$ cat src/qbez_pkg.sv
package qbez_pkg;

  // field and datapath widths
  localparam int NUM_POINTS = 6;
  localparam int DEGREE     = NUM_POINTS - 1;
  localparam int POINT_W    = 32;
  localparam int CFG_IDX_W  = 3;
  localparam int U_W        = 17;
  localparam int CMD_W      = 3;
  localparam int FRAC_W     = 16;
  localparam int LANE_W     = POINT_W + DEGREE + 1;
  localparam int PROD_W     = LANE_W + U_W + 1;
  localparam int SCALE_W    = 8;
  localparam int SCALED_W   = LANE_W + SCALE_W + 1;
  localparam int RES_W      = 48;
  localparam int STEP_W     = 4;
  localparam int STEP_SUM_W = STEP_W + 1;

  // stage counter: difference levels run 0..DEGREE-1, interpolation rounds follow
  localparam logic [STEP_SUM_W-1:0] ROUND_END = STEP_SUM_W'(2 * DEGREE);

  localparam logic [U_W-1:0]    ONE_Q16    = U_W'(1) << FRAC_W;
  localparam logic [PROD_W-1:0] ROUND_HALF = PROD_W'(1) << (FRAC_W - 1);

  // saturation limits, one bit wider than the result
  localparam logic signed [RES_W:0] SAT_HI = {2'b00, {(RES_W - 1){1'b1}}};
  localparam logic signed [RES_W:0] SAT_LO = {2'b11, {(RES_W - 1){1'b0}}};

  typedef enum logic [CMD_W-1:0] {
    CMD_VALUE = 3'd0,
    CMD_D1    = 3'd1,
    CMD_D2    = 3'd2,
    CMD_D3    = 3'd3,
    CMD_D4    = 3'd4,
    CMD_D5    = 3'd5,
    CMD_ZERO6 = 3'd6,
    CMD_ZERO7 = 3'd7
  } cmd_t;

  typedef logic [NUM_POINTS-1:0][LANE_W-1:0] lanes_t;
  typedef logic [DEGREE-1:0][PROD_W-1:0]     prods_t;

  // one request in flight
  typedef struct packed {
    logic [U_W-1:0]    u;
    cmd_t              cmd;
    logic [STEP_W-1:0] step;
    lanes_t            c;
  } item_t;

  // request between the multiply and the add of an interpolation round
  typedef struct packed {
    item_t  it;
    prods_t p;
  } prod_t;

  // factorial factor 5!/(5-k)! for derivative order k, zero for unused codes
  function automatic logic [SCALE_W-1:0] scale_of(input cmd_t cmd);
    logic [SCALE_W-1:0] s;
    case (cmd)
      CMD_VALUE: s = SCALE_W'(1);
      CMD_D1:    s = SCALE_W'(5);
      CMD_D2:    s = SCALE_W'(20);
      CMD_D3:    s = SCALE_W'(60);
      CMD_D4:    s = SCALE_W'(120);
      CMD_D5:    s = SCALE_W'(120);
      default:   s = '0;
    endcase
    return s;
  endfunction

endpackage

$ cat src/qbez_diff_stage.sv
module qbez_diff_stage (
  input  logic                clk,
  input  logic                rst_n,
  input  logic                up_valid,
  output logic                up_ready,
  input  qbez_pkg::item_t     up_item,
  output logic                dn_valid,
  input  logic                dn_ready,
  output qbez_pkg::item_t     dn_item
);

  logic            valid_r;
  qbez_pkg::item_t item_r;
  qbez_pkg::item_t item_nxt;

  assign up_ready = !valid_r || dn_ready;
  assign dn_valid = valid_r;
  assign dn_item  = item_r;

  // one level of forward differences while the order still asks for it
  always_comb begin
    item_nxt      = up_item;
    item_nxt.step = up_item.step + qbez_pkg::STEP_W'(1);
    if ({1'b0, up_item.cmd} > up_item.step) begin
      for (int i = 0; i < qbez_pkg::DEGREE; i++) begin
        item_nxt.c[i] = up_item.c[i + 1] - up_item.c[i];
      end
    end
  end

  // stage valid
  always_ff @(posedge clk) begin
    if (!rst_n) begin
      valid_r <= 1'b0;
    end else if (up_ready) begin
      valid_r <= up_valid;
    end
  end

  // stage payload
  always_ff @(posedge clk) begin
    if (up_ready && up_valid) begin
      item_r <= item_nxt;
    end
  end

endmodule

$ cat config.mk
export PLATFORM = sky130hd
export DESIGN_NAME = qbez_diff_stage
export DESIGN_NICKNAME = d
export VERILOG_FILES = /design/src/qbez_pkg.sv /design/src/qbez_diff_stage.sv
export SDC_FILE = /design/constraint.sdc
export NUM_CORES = 1
export LEC_CHECK = 0
export BUFFER_PORTS_ARGS = -buffer_cell sky130_fd_sc_hd__buf_2
export CORE_AREA = 2 2 200 202
export DETAILED_ROUTE_END_ITERATION = 10
export DIE_AREA = 0 0 202 204
export GPL_TIMING_DRIVEN = 0
export PLACE_DENSITY = 0.78
export SLEW_MARGIN = 0
export SYNTH_ARGS = -nofsm -noshare
export SYNTH_HDL_FRONTEND = slang
export SYNTH_SLANG_ARGS = --single-unit
$ cat constraint.sdc
create_clock -name clk -period 9.8 [get_ports clk]
set_input_delay 1.96 -clock clk [delete_from_list [all_inputs] [get_ports clk]]
set_output_delay 1.96 -clock clk [all_outputs]
set_load 0.05 [all_outputs]
==> metrics.md, run 1 <==
| Metric | Value |
|---|---|
| Top Ports | `510` |
| Syn Std Cell Area | `19,990 um^2` |
| Fin nets | `3,222` |
| Most frequently used flop master after synthesis | `edfxtp_1` |
| Syn-to-layout area delta | `21.58%` |
| PostCTS Resize Cnt | `0` |
| Final Cell Area | `24,300 um^2` |
| Placed Area | `23,280 um^2` |
| Vias in the first global route | `18,160` |
| Vias per std cell | `5.768` |
| Crit end category | `flip-flop` |
| First-pass GRT wire length | `100,400 um` |
| CP Cell Sequence | `buf_2, inv_1, ha_1, nor2b_1, o21ai_0, inv_1, o21ai_1, clkbuf_1, clkbuf_1, clkbuf_1, clkbuf_1, o21ai_0` |
| Worst Tran Pin Value | `1343 ps` |
| Max Cap Viol | `0` |
| P_leak | `11.46 nW` |
| Design Power | `3.885 mW` |
| Req. time, crit path | `10,080 ps` |
| Crit path largest cell delay | `920 ps` |
| Total number of vias | `19,190` |
| Outcome | `complete, no violations` |
| Tmin final | `6459 ps` |
| Starting density of the core | `51.01%` |
| Routability cong. | `0.9505` |
| Antenna Nets Post-Route | `0` |
| Mapped Nets | `2,678` |
| Grt total ovfl | `0` |
| Final number of hold-violating endpoints | `0` |
| Layout cells sized above 1 | `20.79%` |
| Clock Sinks | `253` |
| FMAX | `0.1548 GHz` |
| WL/cell | `20.01 um` |
| Initial antenna violation count | `12` |
| Synth Warn # | `0` |
| Crit path arrival time | `6740 ps` |
| Startpoint Class | `input port` |
| Clock skew | `15.71 ps` |
| Worst Setup Path Type | `in2reg` |
| DRC violation count after routing | `0` |
| Largest net degree at the start of global routing | `78` |
| Die area | `41,210 um^2` |
| Latest clock arrival within the worst-skew pair | `580 ps` |
| Unrepaired setup endpoints after global routing | `false` |
| Post-Route WL | `66,570 um` |
| Cts hold-fix bufs | `0` |
| Buffers on Ports | `509` |
| Most used cell, CP | `clkbuf_1` |
| R2R depth | `4` |
| Most frequent cells in the layout | `510 x buf_2, 264 x nand2_1, 252 x o21ai_0, 252 x edfxtp_1, 229 x inv_1` |
| Period utilisation layout | `65.91%` |
| P per Cell Area | `159.9 nW/um^2` |
| FFs w/ async S/R, synth | `0%` |
| Die X | `202 um` |
| DRT iter0 DRCs | `1,602` |
| Core box area | `39,180 um^2` |
| CP max-delay cell | `clkbuf_1` |
| Post-CTS setup buffers | `0` |
| Synth cell types | `82` |
| Worst Hold Depth | `2` |
| CTS tree | `built` |
| EDFF count, synth | `252` |
| Seq/Total Area, Yosys | `37.96%` |
| #FFs+latches synth | `253` |
| Max-slew headroom | `10.48%` |
| VDD IR-drop max | `0.1211 mV` |
| Die Ht | `204 um` |
| Clock slew at reported path FFs | `60 ps` |
| Root Driver | `clkbuf_16` |
| DR pass1 iterations | `6` |
| Worst hold path type | `reg2reg` |
| Finish-stage setup viols | `0` |
| Post-detail-place hpwl | `53,040 um` |
| Total track usage | `31.08%` |
| CP max FO | `10` |
| Most common library cell in the layout ignoring fill and taps | `buf_2` |
| Synthesized area per cell | `8.971 um^2` |
| Rows | `73` |
| Clk buf depth | `3` |
| CTS Buf Count | `30` |
| Post-synthesis instance total | `2,228` |
| H-tree Lvls | `1` |
| Max-slew violation count | `0` |
[where the power goes]
group / switching [mW] / total [mW] / internal (mW)
clock: 0.465 / 1.14 / 0.679
combinational: 0.962 / 1.39 / 0.432
sequential: 0.0302 / 1.35 / 1.32
[area by class of cell]
class | count | area, um^2
inverters | 229 | 859.6
diodes | 7 | 17.52
repair buffers | 512 | 2630
clock inverters | 21 | 219.0
well taps | 525 | 656.9
plain buffers | 75 | 290.3
fillers | 3352 | 14880
clock buffers | 34 | 787.0
flip-flops and latches | 253 | 7587
multi-input cells | 1671 | 11250
[metrics by stage]
| stage | util, % | cells | setup slack (ps) | hold slack [ps] | setup TNS [ps] |
|---|---|---|---|---|---|
| 3_5_place_dp | 59.41 | 3265 | 2713 | 576.6 | 0 |
| 4_1_cts | 61.97 | 3320 | 3324 | 586.2 | 0 |
| 3_3_place_gp | 59.19 | 3262 | -965.7 | 524.1 | -235720 |
| 2_1_floorplan | - | 2228 | 953.6 | 1146 | 0 |
| 5_1_grt | 61.99 | 3322 | 3146 | 610.8 | 0 |
| 6_report | 62.02 | 3327 | 3341 | 586.2 | 0 |
[critical path: cells and delay by family]
kind	cells	cell delay, ps
simple gates	1	130
buf+inv	7	3300
fa+ha+maj	1	300
compound gates	3	1030
[path summary, 6_finish.rpt]
path / start / to / slack [ps]
setup / recovery: up_item[229] / dn_item[76]$_DFFE_PP_ / 3340
hold / removal: dn_valid$_SDFFE_PN0N_ / dn_valid$_SDFFE_PN0N_ / 590
setup reg to reg: dn_valid$_SDFFE_PN0N_ / dn_item[44]$_DFFE_PP_ / 7670
hold reg to reg: dn_valid$_SDFFE_PN0N_ / dn_valid$_SDFFE_PN0N_ / 590
[metal layers]
| metal | share of wire (%) | vias to the layer above | global-route usage [%] |
|---|---|---|---|
| met4 | 4.1 | 10 | 12.45 |
| met1 | 42 | 8990 | 41.07 |
| met5 | 0.10 | - | 0 |
| met3 | 8.2 | 157 | 5.325 |
| li1 | - | 9207 | - |
| met2 | 46 | 825 | 50.85 |
[flip-flops by register name, indices dropped and copies added (netlist names)]
signal	count
dn_valid	1
dn_item	252
[cells in the mapped netlist, types with 4 or more instances]
library cell / n / share of area [%]
inv_1: 229 / 4.3
a221o_1: 4 / 0.20
a311oi_1: 6 / 0.26
a21o_1: 107 / 4.0
nand4_1: 33 / 1.0
o21ai_0: 252 / 6.3
xor2_1: 72 / 3.2
and3_1: 19 / 0.59
a221oi_1: 9 / 0.39
o31a_1: 4 / 0.18
nand2_1: 264 / 5.0
a211oi_1: 19 / 0.71
nand2b_1: 29 / 0.91
edfxtp_1: 252 / 38
xnor2_1: 80 / 3.5
nor2b_1: 27 / 0.85
o21ai_1: 10 / 0.25
o211ai_1: 16 / 0.60
o21a_1: 22 / 0.83
and4_1: 6 / 0.26
a41oi_1: 7 / 0.31
or3_1: 10 / 0.31
a31o_2: 4 / 0.18
or2_2: 4 / 0.13
or4_1: 5 / 0.19
nor3_1: 22 / 0.55
buf_1: 6 / 0.11
nand3_1: 42 / 1.1
o221ai_1: 9 / 0.39
a211o_1: 6 / 0.26
o2111ai_1: 5 / 0.22
ha_1: 189 / 12
clkbuf_1: 67 / 1.3
nor2_1: 77 / 1.4
and2_1: 11 / 0.34
nor3b_1: 7 / 0.26
a21oi_1: 171 / 4.3
o31ai_1: 15 / 0.56
fa_1: 5 / 0.50
o21bai_1: 29 / 1.1
a31oi_1: 13 / 0.41
[cell families (layout without fill, tap and decap cells)]
logic type,Yosys count,in the layout,share of synthesized area [%]
simple gates,569,569,13.36
other cells,0,7,0
compound gates,753,753,23.78
flops,253,253,37.96
buf+inv,304,871,5.753
fa+ha+maj,194,194,12.33
xor+xnor,152,152,6.660
mux,3,3,0.1502
Power figures use the tool's default switching activity.
==> run 2: changes to the inputs <==
Clock period 9.8 ns to 5.97 ns, I/O delays scaled along.
==> run 2 against run 1 <==
Routed wire length is 2.5% higher; critical path depth stayed put; sequential share of layout area is 0.11 points lower; design area is 0.35% higher; via count is 2.1% higher; first-iteration DRC count is 4.9% lower; largest cell class unchanged; highest routed layer unchanged; critical path type unchanged; non-clock buffer count is 1 higher; largest power group unchanged; clock power is 78% higher; sequential power is 64% higher; global-route usage is 0.69 points higher; clock skew is 4.8 ps higher; die area stayed put.
==> metrics.md, run 2 (synthesis gave the netlist of run 1 again) <==
| Metric | Value |
|---|---|
| Setup TNS | `0 ps` |
| Reg2reg end | `dn_item[230]$_DFFE_PP_` |
| Antenna Nets Post-Route | `0` |
| H-tree Lvls | `1` |
| Final number of hold-violating endpoints | `0` |
| Period utilisation layout | `97.32%` |
| P_leak | `11.51 nW` |
| Clock Sinks | `253` |
| WL/cell | `20.53 um` |
| DR pass1 iterations | `6` |
| Die X | `202 um` |
| GRT busiest layer | `met2` |
| Crit path largest cell delay | `920 ps` |
| CP max-delay cell | `clkbuf_1` |
| Buffers on Ports | `509` |
| Final Cell Area | `24,390 um^2` |
| Placed Area | `23,300 um^2` |
| Starting density of the core | `51.01%` |
| CTS Buf Count | `30` |
| GR Layer Usage met2 | `51.88%` |
| Grt total ovfl | `0` |
| VDD IR-drop max | `0.2619 mV` |
| CTS tree | `built` |
| Crit end category | `flip-flop` |
| Layout cells sized above 1 | `21.03%` |
| Vias in the first global route | `18,540` |
| Design Power | `6.548 mW` |
| Min Hold Slack | `639.5 ps` |
| DRT iter0 DRCs | `1,523` |
| Startpoint Class | `input port` |
| Post-CTS setup buffers | `0` |
| Pre-CTS WS | `-428.0 ps` |
| DRC violation count after routing | `0` |
| Post-detail-place hpwl | `54,250 um` |
| Worst Tran Pin Value | `1298 ps` |
| Die Ht | `204 um` |
| Critical path buffers and inverters | `7` |
| Syn-to-layout area delta | `22.00%` |
| Clock skew | `20.53 ps` |
| Req. time, crit path | `6240 ps` |
| Worst Setup Path Type | `in2reg` |
| Total track usage | `31.78%` |
| Worst r2r src | `dn_valid$_SDFFE_PN0N_` |
| HP Start | `dn_valid$_SDFFE_PN0N_` |
| Vias per std cell | `5.892` |
| Crit path arrival time | `6080 ps` |
| Post-placement cell count | `3,266` |
| PostCTS Resize Cnt | `0` |
| First-pass GRT wire length | `101,900 um` |
| Routability cong. | `0.9323` |
| Finish-stage setup viols | `0` |
| Max Cap Viol | `0` |
| Die area | `41,210 um^2` |
| Most frequent cells in the layout | `510 x buf_2, 264 x nand2_1, 252 x o21ai_0, 252 x edfxtp_1, 229 x inv_1` |
| Initial antenna violation count | `9` |
| Worst hold endpoint | `dn_valid$_SDFFE_PN0N_` |
| Rows | `73` |
| Outcome | `complete, no violations` |
| Fin nets | `3,223` |
| Unrepaired setup endpoints after global routing | `false` |
| FMAX | `0.1721 GHz` |
| Clk buf depth | `3` |
| Final worst slack | `160.1 ps` |
| Top Ports | `510` |
| Fin cells | `3,324` |
| Worst hold path type | `reg2reg` |
| Cts hold-fix bufs | `0` |
| M1 GR Usage | `40.48%` |
| Max reg flops | `252` |
| Delay-heaviest family, CP | `buffers and inverters` |
| Clock slew at reported path FFs | `60 ps` |
| Root Driver | `clkbuf_16` |
| P per Cell Area | `268.5 nW/um^2` |
| Met3 Usage GRT | `6.601%` |
| Max-slew violation count | `0` |
| Most common library cell in the layout ignoring fill and taps | `buf_2` |
| Max-slew headroom | `13.49%` |
| Post-Route WL | `68,250 um` |
| R2R depth | `4` |
| Largest net degree at the start of global routing | `70` |
| Tmin final | `5810 ps` |
| Final Util | `62.23%` |
| Worst Hold Depth | `2` |
| Total number of vias | `19,580` |
| R2r setup slk | `4050 ps` |
| Latest clock arrival within the worst-skew pair | `590 ps` |
| CP max FO | `10` |
| CP Cell Sequence | `buf_2, inv_1, ha_1, nor2b_1, o21ai_0, inv_1, o21ai_1, clkbuf_1, clkbuf_1, clkbuf_1, clkbuf_1, o21ai_0` |
| WP depth | `12` |
| Most used cell, CP | `clkbuf_1` |
| Core box area | `39,180 um^2` |
## run 2: cell count changes in the layout (fill, tap and decap cells not counted), sizes merged
cell | before | now
diode | 7 | 3
buf | 520 | 521
bufinv | 4 | 7
clkinv | 13 | 10
## run 2: power breakdown
part	switching (mW)	internal (mW)
clock	0.785	1.25
sequential	0.0508	2.16
combinational	1.59	0.712
total	2.43	4.12
## run 2: area by class of cell
type,instances,area [um^2]
clock inverters,21,294.0
clock buffers,34,787.0
diodes,3,7.507
repair buffers,513,2650
plain buffers,75,290.3
well taps,525,656.9
inverters,229,859.6
multi-input cells,1671,11250
flip-flops and latches,253,7587
fillers,3335,14800
## run 2: worst max-delay path by stage
| stage | to | startpoint | slack, ps |
|---|---|---|---|
| 5_1_grt | dn_item[76]$_DFFE_PP_ | up_item[229] | 10 |
| 4_1_cts | dn_item[76]$_DFFE_PP_ | up_item[229] | 190 |
| 6_report | dn_item[76]$_DFFE_PP_ | up_item[229] | 160 |
| 3_3_place_gp | dn_item[76]$_DFFE_PP_ | up_item[229] | -390 |
| 3_5_place_dp | dn_item[76]$_DFFE_PP_ | up_item[229] | -430 |
| 2_1_floorplan | dn_item[0]$_DFFE_PP_ | dn_ready | 670 |
## run 2: worst register-to-register path, delay by kind of cell (launching register included)
family | cells | cell delay (ps)
buffers and inverters | 2 | 660
DFF | 1 | 310
and+or+nand+nor | 2 | 500
## run 2: metal layers
| metal | up-vias | part of all wire [%] |
|---|---|---|
| met5 | - | 0.11 |
| met4 | 12 | 5.0 |
| met3 | 195 | 8.9 |
| met2 | 960 | 46 |
| met1 | 9213 | 40 |
| li1 | 9204 | - |
