`src/qbez_pkg.sv`:
```
package qbez_pkg;

  // field and datapath widths
  localparam int NUM_POINTS = 6;
  localparam int DEGREE     = NUM_POINTS - 1;
  localparam int POINT_W    = 32;
  localparam int CFG_IDX_W  = 3;
  localparam int U_W        = 17;
  localparam int CMD_W      = 3;
  localparam int FRAC_W     = 16;
  localparam int LANE_W     = POINT_W + DEGREE + 1;
  localparam int PROD_W     = LANE_W + U_W + 1;
  localparam int SCALE_W    = 8;
  localparam int SCALED_W   = LANE_W + SCALE_W + 1;
  localparam int RES_W      = 48;
  localparam int STEP_W     = 4;
  localparam int STEP_SUM_W = STEP_W + 1;

  // stage counter: difference levels run 0..DEGREE-1, interpolation rounds follow
  localparam logic [STEP_SUM_W-1:0] ROUND_END = STEP_SUM_W'(2 * DEGREE);

  localparam logic [U_W-1:0]    ONE_Q16    = U_W'(1) << FRAC_W;
  localparam logic [PROD_W-1:0] ROUND_HALF = PROD_W'(1) << (FRAC_W - 1);

  // saturation limits, one bit wider than the result
  localparam logic signed [RES_W:0] SAT_HI = {2'b00, {(RES_W - 1){1'b1}}};
  localparam logic signed [RES_W:0] SAT_LO = {2'b11, {(RES_W - 1){1'b0}}};

  typedef enum logic [CMD_W-1:0] {
    CMD_VALUE = 3'd0,
    CMD_D1    = 3'd1,
    CMD_D2    = 3'd2,
    CMD_D3    = 3'd3,
    CMD_D4    = 3'd4,
    CMD_D5    = 3'd5,
    CMD_ZERO6 = 3'd6,
    CMD_ZERO7 = 3'd7
  } cmd_t;

  typedef logic [NUM_POINTS-1:0][LANE_W-1:0] lanes_t;
  typedef logic [DEGREE-1:0][PROD_W-1:0]     prods_t;

  // one request in flight
  typedef struct packed {
    logic [U_W-1:0]    u;
    cmd_t              cmd;
    logic [STEP_W-1:0] step;
    lanes_t            c;
  } item_t;

  // request between the multiply and the add of an interpolation round
  typedef struct packed {
    item_t  it;
    prods_t p;
  } prod_t;

  // factorial factor 5!/(5-k)! for derivative order k, zero for unused codes
  function automatic logic [SCALE_W-1:0] scale_of(input cmd_t cmd);
    logic [SCALE_W-1:0] s;
    case (cmd)
      CMD_VALUE: s = SCALE_W'(1);
      CMD_D1:    s = SCALE_W'(5);
      CMD_D2:    s = SCALE_W'(20);
      CMD_D3:    s = SCALE_W'(60);
      CMD_D4:    s = SCALE_W'(120);
      CMD_D5:    s = SCALE_W'(120);
      default:   s = '0;
    endcase
    return s;
  endfunction

endpackage

```
`src/qbez_scale_out.sv`:
```
module qbez_scale_out (
  input  logic                              clk,
  input  logic                              rst_n,
  input  logic                              up_valid,
  output logic                              up_ready,
  input  qbez_pkg::item_t                   up_item,
  output logic                              out_valid,
  input  logic                              out_ready,
  output logic signed [qbez_pkg::RES_W-1:0] out_result,
  output logic                              out_overflow
);

  logic                                 mv_r;
  logic signed [qbez_pkg::SCALED_W-1:0] scaled_r;
  logic signed [qbez_pkg::SCALED_W-1:0] scaled_nxt;
  logic signed [qbez_pkg::SCALED_W-1:0] lane_ext;
  logic signed [qbez_pkg::SCALED_W-1:0] scale_ext;
  logic                                 ready_out;
  logic                                 valid_r;
  logic signed [qbez_pkg::RES_W-1:0]    result_r;
  logic signed [qbez_pkg::RES_W-1:0]    result_nxt;
  logic                                 overflow_r;
  logic                                 overflow_nxt;
  logic signed [qbez_pkg::RES_W:0]      wide;

  assign ready_out    = !valid_r || out_ready;
  assign up_ready     = !mv_r || ready_out;
  assign out_valid    = valid_r;
  assign out_result   = result_r;
  assign out_overflow = overflow_r;

  // order factor
  always_comb begin
    lane_ext   = qbez_pkg::SCALED_W'($signed(up_item.c[0]));
    scale_ext  = qbez_pkg::SCALED_W'({1'b0, qbez_pkg::scale_of(up_item.cmd)});
    scaled_nxt = lane_ext * scale_ext;
  end

  // saturate to the result range
  always_comb begin
    wide = (qbez_pkg::RES_W + 1)'(scaled_r);
    if (wide > qbez_pkg::SAT_HI) begin
      result_nxt   = qbez_pkg::SAT_HI[qbez_pkg::RES_W-1:0];
      overflow_nxt = 1'b1;
    end else if (wide < qbez_pkg::SAT_LO) begin
      result_nxt   = qbez_pkg::SAT_LO[qbez_pkg::RES_W-1:0];
      overflow_nxt = 1'b1;
    end else begin
      result_nxt   = wide[qbez_pkg::RES_W-1:0];
      overflow_nxt = 1'b0;
    end
  end

  // valid bits
  always_ff @(posedge clk) begin
    if (!rst_n) begin
      mv_r    <= 1'b0;
      valid_r <= 1'b0;
    end else begin
      if (up_ready) begin
        mv_r <= up_valid;
      end
      if (ready_out) begin
        valid_r <= mv_r;
      end
    end
  end

  // payload
  always_ff @(posedge clk) begin
    if (up_ready && up_valid) begin
      scaled_r <= scaled_nxt;
    end
    if (ready_out && mv_r) begin
      result_r   <= result_nxt;
      overflow_r <= overflow_nxt;
    end
  end

endmodule

```
`config.mk`:
```
export PLATFORM = sky130hd
export DESIGN_NAME = qbez_scale_out
export DESIGN_NICKNAME = d
export VERILOG_FILES = /design/src/qbez_pkg.sv /design/src/qbez_scale_out.sv
export SDC_FILE = /design/constraint.sdc
export NUM_CORES = 1
export LEC_CHECK = 0
export BUFFER_PORTS_ARGS = -buffer_cell sky130_fd_sc_hd__clkbuf_2
export CAP_MARGIN = 15
export CORE_MARGIN = 3
export CORE_UTILIZATION = 55
export DETAILED_ROUTE_END_ITERATION = 10
export MAX_ROUTING_LAYER = met4
export PLACE_DENSITY = 0.87
export SLEW_MARGIN = 20
export SYNTH_ARGS = -nofsm -noshare
export SYNTH_HDL_FRONTEND = slang
export SYNTH_SLANG_ARGS = --single-unit
export TNS_END_PERCENT = 50
```
`constraint.sdc`:
```
create_clock -name clk -period 9 [get_ports clk]
set_clock_uncertainty 0.05 [all_clocks]
set_input_delay 0.45 -clock clk [delete_from_list [all_inputs] [get_ports clk]]
set_output_delay 0.45 -clock clk [all_outputs]
set_load 0.005 [all_outputs]
```
==> impl_summary.md, run 1 <==
Status
The run finished with clean final reports.

Route
The count of antenna-violating nets left after detailed routing is 0. The total number of vias is 7740. The detailed-route DRC error count is 0. The post-detailed-routing wire length is 23200 um. In the routed layout, each cell is associated on average with a via count of 5.30.

The number of optimization iterations in the first detailed-route pass is 5. The iteration-0 DRC count of the detailed router is 497. The average routed wire per standard cell is 15.9 um.

STA
Adding up every negative setup slack in the final design gives 0 ns. The final-report hold violation count is 0. Based on the critical path, the design can be clocked at up to 161 MHz. The final-report max-slew violation count is 0.

The number of setup violations in the final report is 0. For the pin with the worst max-slew slack, the measured transition is 1.03 ns. Setup repair after global routing left no endpoint under its margin. The time the final worst path needs with I/O delays and setup is 6.22 ns. Headroom to the max-slew limit came out at 31.5%. Dividing the final minimum period by the clock period gives 69.1%.

Yosys
A synthesized cell averages 10.1 sq um. The multiplexer fraction of the synthesized cell area is 0%. The number of synthesized flops with an enable pin is 94. Synthesis produced 1146 cells. The number of flip-flops and latches in the synthesized netlist is 96. The fraction of registers with async set or reset after synthesis is 0%.

During synthesis, Yosys emitted a total of 0 warnings. The compound-cell area share of the yosys netlist is 8.04%. By area, the combinational part of the netlist is dominated by adder cells. The area of the mapped netlist is 0.0116 sq mm. The basic-gate share of the synthesized area counting and, or, nand and nor cells is 13.2%. The synthesized netlist net count is 1687.

The xor-xnor portion of the synthesized cell area is 3.40%. After Yosys synthesis, full adders, half adders and majority gates account for 40.8% of the synthesized area. Of the synthesized area, sequential elements account for 24.7%.

The flip-flop cell with the highest count after synthesis is sky130_fd_sc_hd__edfxtp_1. The number of library cell types mapped by synthesis is 62.

Finish
The number of inserted filler cells in the final layout is 1659. Of the cells placed in the final design, the portion with a size suffix greater than 1 is 11.7%. Summing all non-filler instances in the final layout gives an area of 0.0125 sq mm.

The number of antenna diodes in the final layout is 0. The area growth from synthesis to layout is 7.46%. The most common library cell in the layout ignoring fill and taps is sky130_fd_sc_hd__inv_1. In the layout the commonest cells are sky130_fd_sc_hd__inv_1 (229), sky130_fd_sc_hd__fa_1 (155), sky130_fd_sc_hd__and2_1 (143), sky130_fd_sc_hd__ha_1 (129), sky130_fd_sc_hd__clkbuf_2 (95).

After the last flow step, the layout net total stands at 1726.

GRT
The first global-routing pass estimated 39000 um of wire. In the global route stage, overall resource usage came out at 21.8%. Entering global routing, the biggest net connects 49 pins. The total overflow left after global routing is 0. The initial antenna violation count came to 0. The via count of the first global-routing pass is 8141.

Pwr
The worst ir drop on vdd is 0.0928 mV. The power per cell area is 190 mW/mm^2. In this run the static leakage power is 6.32 nW.

Critical path
The slowest stage of the critical path is the sky130_fd_sc_hd__fa_1 cell. STA classifies the critical path startpoint as an input pin. Of all nets on the critical path, the largest fanout is 40.

On the worst path, the slowest cell contributes a delay of 0.56 ns. The kind of capture point of the worst setup path is a register. The arrival time of the worst setup path is 6.23 ns. The critical path in this run is classified as input pin to register.

Counting stages on the worst path, the most repeated cell is sky130_fd_sc_hd__inv_1. The required time of the worst setup path is 9.01 ns. The family with the most delay on the worst path is adder cells. Counting both buffers and inverters, the worst setup path holds a total of 8.

Placement
The congestion estimate from routability-driven global placement came to 0.923. The count of buffers added on input and output ports is 95. The area after detailed placement is 0.0122 sq mm. The placed wire-length estimate is 19600 um.

Clock network
The number of setup buffers added after CTS is 0. The cell sitting at the root of the clock tree is a sky130_fd_sc_hd__clkbuf_16. The clock-pin transition on the worst setup and hold timing paths is 0.06 ns.

For the worst-skew pair, the clock arrives at the later sink with an insertion delay of 0.32 ns. The quantity of gates resized following cts is 0. The maximum level of the CTS H-tree is 3. The clock net in this run drives a total of 96 sinks. The number of buffers created by CTS is 9. The TritonCTS clock tree is built.

After clock tree synthesis, the flow added hold-fix buffers numbering 0. The clock passes through at most 2 buffers.

Floorplan
In this run the horizontal extent of the chip is 151 um. The die is 151 um tall. In this run the core area contains 52 standard-cell rows. The die outline area is 0.0229 sq mm. The placeable core region is 0.0205 sq mm. The number of I/O pins is 307. The effective utilization at floorplan is 56.6%.

Flow run
The reported max-cap violation count is 0.

Min path
The tightest min-delay check is of the input pin to register type.
-- cells in the mapped netlist (all sizes together) (2+ instances only) --
cell type	instances	share of area (%)
inv	229	7.4
fa	155	27
and2	146	7.9
ha	130	14
edfxtp	94	24
nand2	81	2.6
clkbuf	68	2.2
a21oi	41	1.8
xnor2	31	2.3
o21ai	22	1.0
a21o	19	1.3
nor2	19	0.62
xor2	14	1.1
nand3	10	0.43
o21bai	9	0.58
nor3	7	0.30
o21a	7	0.52
a211oi	6	0.43
a31oi	6	0.58
nor2b	6	0.32
a41oi	5	0.38
and3	5	0.28
buf	4	0.19
nand4	4	0.22
a211o	2	0.16
a221o	2	0.18
a31o	2	0.15
and4	2	0.16
dfxtp	2	0.35
o2111ai	2	0.21
o221ai	2	0.15
-- stage by stage --
step                      util [%]  hold WS (ns)  std cells  power (mW)  setup slack (ns)
after floorplan                  -         0.424       1146        1.74              3.25
after global routing          60.8         0.305       1460        2.59              2.45
after detailed placement      59.5         0.355       1444        2.03              2.23
after CTS                     60.8         0.283       1460        2.37              2.59
final                         60.8         0.291       1460        2.37              2.78
after global placement        59.5         0.351       1444        1.98              2.29
-- power breakdown --
part	switching (mW)	total (mW)	internal, mW
combinational	0.784	1.30	0.520
sequential	0.0335	0.728	0.694
clock	0.147	0.334	0.187
-- layout make-up --
class	instances	area [sq um]	share of cell area, %
clock inverter	5	33.8	0.271
sequential	96	2860	23.0
multi-input combinational	749	7620	61.2
tap	270	338	2.71
inverter	229	860	6.90
clock buffer	11	233	1.87
timing repair buffer	100	513	4.12
-- routing by layer --
metal / part of all wire (%) / global-route usage [%]
met2: 44 / 32.1
met3: 5.4 / 1.74
met5: 0 / -
met1: 49 / 33.4
met4: 1.2 / 4.53
-- registers in the layout, indices dropped and copies added (netlist names) --
register,count
out_valid,1
out_overflow,1
scaled_r,46
mv_r,1
out_result,47
-- path summary, 6_finish.rpt --
| kind | start | cells past startpoint | slack [ns] | endpoint |
|---|---|---|---|---|
| worst max-delay path | up_item[233] | 25 | 2.78 | scaled_r[26] |
| worst min-delay path | rst_n | 2 | 0.29 | out_valid |
| worst max register to register | out_valid | 3 | 7.12 | scaled_r[16] |
| worst min register to register | scaled_r[30] | 0 | 0.37 | out_result[30] |
-- kinds of logic (layout without fill, tap and decap cells) --
logic type,Yosys count,count (layout)
fa+ha+maj,285,285
buf+inv,301,345
xor+xnor,45,45
other cells,1,1
compound gates,132,132
flops,96,96
simple gates,286,286
Power figures use the tool's default switching activity.
==> run 2, diff against run 1 <==
CORE_UTILIZATION = 50   (was 55)
PLACE_DENSITY = 0.83   (was 0.87)
clock period = 5.2 ns   (was 9 ns; I/O delays follow)
==> run 2 against run 1 <==
Effect of this change:
- via count grew 9.4%
- wire length grew 14%
- first-iteration DRC count grew 23%
- combinational power grew 150%
- critical path type unchanged
- critical endpoint is now scaled_r[39]
==> impl_summary.md, run 2 (synthesized netlist as in run 1, its figures left out) <==
Critical path
The required time of the worst setup path is 5.23 ns. The signal on the critical path passes through buf_4 -> inv_4 -> ha_4 -> a31oi_4 -> nor2_4 -> buf_4 -> buf_16 -> and2_4 -> fa_1 -> fa_1 -> fa_1 -> inv_1 -> fa_1 -> inv_2 -> ha_4 -> a21oi_4 -> o21ai_1 -> a211o_2 -> buf_6 -> a21o_4 -> a31oi_4 -> o21a_4 -> o2111ai_2 -> nor3b_2. Data on the critical path arrives at its endpoint at 5.10 ns.

On the critical path, the stage with the largest delay is an instance of sky130_fd_sc_hd__fa_1. In this run the critical register-to-register path is launched from out_valid. The maximum fanout along the worst path is 7. The worst register-to-register path has a depth of 3. The worst setup path is captured at a register.

The cell repeated most along the worst path is sky130_fd_sc_hd__fa_1. For flop-to-flop paths, the worst setup slack is 3.32 ns. In this design, the stage delay of the slowest critical-path cell is 0.50 ns. The critical path contains buffers and inverters numbering 7 combined. STA classifies the critical path startpoint as an input pin.

The type of the setup path with the least slack is input pin to register. The cell family contributing the most delay on the critical path is adder cells. The endpoint of the lowest-slack register-to-register path is scaled_r[0].

Finish
In the layout the commonest cells are sky130_fd_sc_hd__inv_1 (222), sky130_fd_sc_hd__buf_4 (169), sky130_fd_sc_hd__fa_1 (150), sky130_fd_sc_hd__and2_1 (134), sky130_fd_sc_hd__ha_1 (102). The number of antenna diodes in the final layout is 0. The post-route netlist has 29.6% of its cells at a drive strength greater than 1. The register with the most flip-flops in the layout has 47 of them. The area growth from synthesis to layout is 25.4%. The library cell used most frequently in the layout, excluding fill and tap cells, is sky130_fd_sc_hd__inv_1. The number of nets in the layout is 1899. The number of standard cells in the layout, taps in and fillers out is 1648.

Clock network
For this design, the sink count on the clock tree is 96. The clock-pin transition on the worst setup and hold timing paths is 0.07 ns. The clock passes through at most 2 buffers. The maximum level of the CTS H-tree is 3. Clock tree synthesis selected as its root buffer the cell sky130_fd_sc_hd__clkbuf_16. The number of buffers created by CTS is 9. Hold repair after CTS inserted 0 buffers. Clock latency on the worst-skew pair, taken at its later pin, is 0.34 ns. TritonCTS built the clock tree.

STA
The final-report hold violation count is 0. For the pin with the worst max-slew slack, the measured transition is 1.03 ns. The final-report max-slew violation count is 0. Setup violations remaining at the end of the flow were counted as 0. The portion of the clock cycle consumed by the worst path in the final layout is 97.4%. In this run the tightest slew margin relative to its limit is 31.1%.

The maximum operating frequency is 197 MHz. The time the final worst path needs with I/O delays and setup is 5.07 ns.

GRT
The total global-route track usage is 21.3%. The sum of overflow across all layers after global routing is 0. The initial antenna violation count is 0.

Entering global routing, the biggest net connects 47 pins. The via count of the first global-routing pass is 8848. The global-route wire length before repair is 42200 um.

Floorplan
The placeable core region is 0.0227 sq mm. The effective utilization at floorplan is 51.1%. The die outline area is 0.0251 sq mm.

After floorplanning, the core was divided into 55 placement rows. The vertical die dimension is 158 um. Pin placement for this block handled 307 I/O pins. From left edge to right edge, the die measures 158 um.

Route
The total number of vias is 8471. Once detail routing completed, the nets flagged for antenna violations numbered 0. The detailed-route DRC error count is 0. The pre-antenna-repair detailed-routing pass consisted of 5 iterations. The detail-routed via count per cell is 5.14. The detailed router finished its first iteration with 611 violations. Dividing the detail-routed wire length by the instance count gives 16.0 um. The final layout contains routed wiring with a total length of 26300 um.

Pwr
The worst ir drop on vdd is 0.157 mV. In this run switching power makes up 39.2% of total power. The design draws 5.10 mW. Cell internal power was estimated by the tool at 3.10 mW. The cell leakage power is 7.28 nW. Per report_power, the clock group accounts for 12.4% of the total. The power per cell area is 351 mW/mm^2. The share of total power dissipated in sequential elements is 24.6%. In this run the power spent charging and discharging nets is 2.00 mW. In this run, the combinational gates consume 63.0% of the power.

Min path
The cell depth of the worst hold path is 2. For hold timing, the worst endpoint is mv_r. The startpoint of the tightest hold check path is rst_n. The worst hold path belongs to the class input pin to register.

Placement
Port buffering added 95 buffers. The placed wire-length estimate is 21300 um. The cell count after placement is 1618.

The final weighted congestion of routability-driven global placement is 0.925.

Status
The run finished with clean final reports.

Flow run
Max-cap violations in this run came to 0.
## run 2: cell types whose count changed in the layout (fill, tap and decap cells not counted), sizes merged
cell | before | now
clkinvlp | 2 | 0
inv | 230 | 234
clkbuf | 106 | 102
buf | 5 | 180
## run 2: worst max path at each step
stage / start / end / slack (ns) / cells past startpoint
2_1_floorplan: up_item[233] / scaled_r[42] / -0.02 / 23
3_3_place_gp: up_item[233] / scaled_r[42] / -0.34 / 24
3_5_place_dp: up_item[233] / scaled_r[39] / -0.46 / 23
4_1_cts: up_item[233] / scaled_r[44] / 0.009 / 23
5_1_grt: up_item[233] / scaled_r[40] / -0.04 / 23
6_report: up_item[233] / scaled_r[39] / 0.13 / 24
## run 2: repair_timing
| item | CTS | global route |
|---|---|---|
| buffers inserted | 6 | 7 |
| resized for setup | 21 | 84 |
| setup endpoints to repair | 14 | 24 |
| pin swaps | 20 | 83 |
| gates cloned | 1 | 0 |
## run 2: routing by layer
| layer | global-route usage (%) | up-vias | wire length (um) |
|---|---|---|---|
| met5 | - | - | 0 |
| met4 | 4.63 | 0 | 430 |
| met3 | 2.58 | 42 | 1570 |
| met2 | 32.3 | 287 | 12100 |
| met1 | 31.3 | 4107 | 12300 |
| li1 | - | 4035 | - |
## run 2: layout make-up
cell class,count,area [sq um]
clock inverter,7,72.6
multi-input combinational,749,8240
sequential,96,2860
clock buffer,9,225
inverter,229,862
tap,285,357
fill,1684,8160
timing repair buffer,273,1920
## run 2: worst register-to-register path: cells and delay by family (launching register included)
family           cells  cell delay [ns]
AND/OR/NAND/NOR      3             1.11
flip-flops           1             0.31
## run 2: metrics by stage
step	instance area [sq um]	setup TNS (ns)	utilization (%)	setup WS (ns)	hold WS, ns
final	14500	0	64.0	0.133	0.104
after global routing	14500	-0.119	64.0	-0.0360	0.105
after CTS	14000	0	61.8	0.00941	0.0966
after detailed placement	13600	-8.79	59.8	-0.456	0.355
after global placement	13600	-5.14	59.8	-0.336	0.351
after floorplan	11800	-0.0247	-	-0.0247	0.328
## run 2: power by group through the flow
| stage | Sequential (mW) | Combinational [mW] | Clock [mW] |
|---|---|---|---|
| 6_report | 1.25 | 3.22 | 0.632 |
| 4_1_cts | 1.26 | 2.95 | 0.648 |
| 3_5_place_dp | 1.27 | 2.87 | 0 |
| 2_1_floorplan | 1.27 | 1.85 | 0 |
| 5_1_grt | 1.28 | 3.56 | 0.680 |
| 3_3_place_gp | 1.27 | 2.77 | 0 |
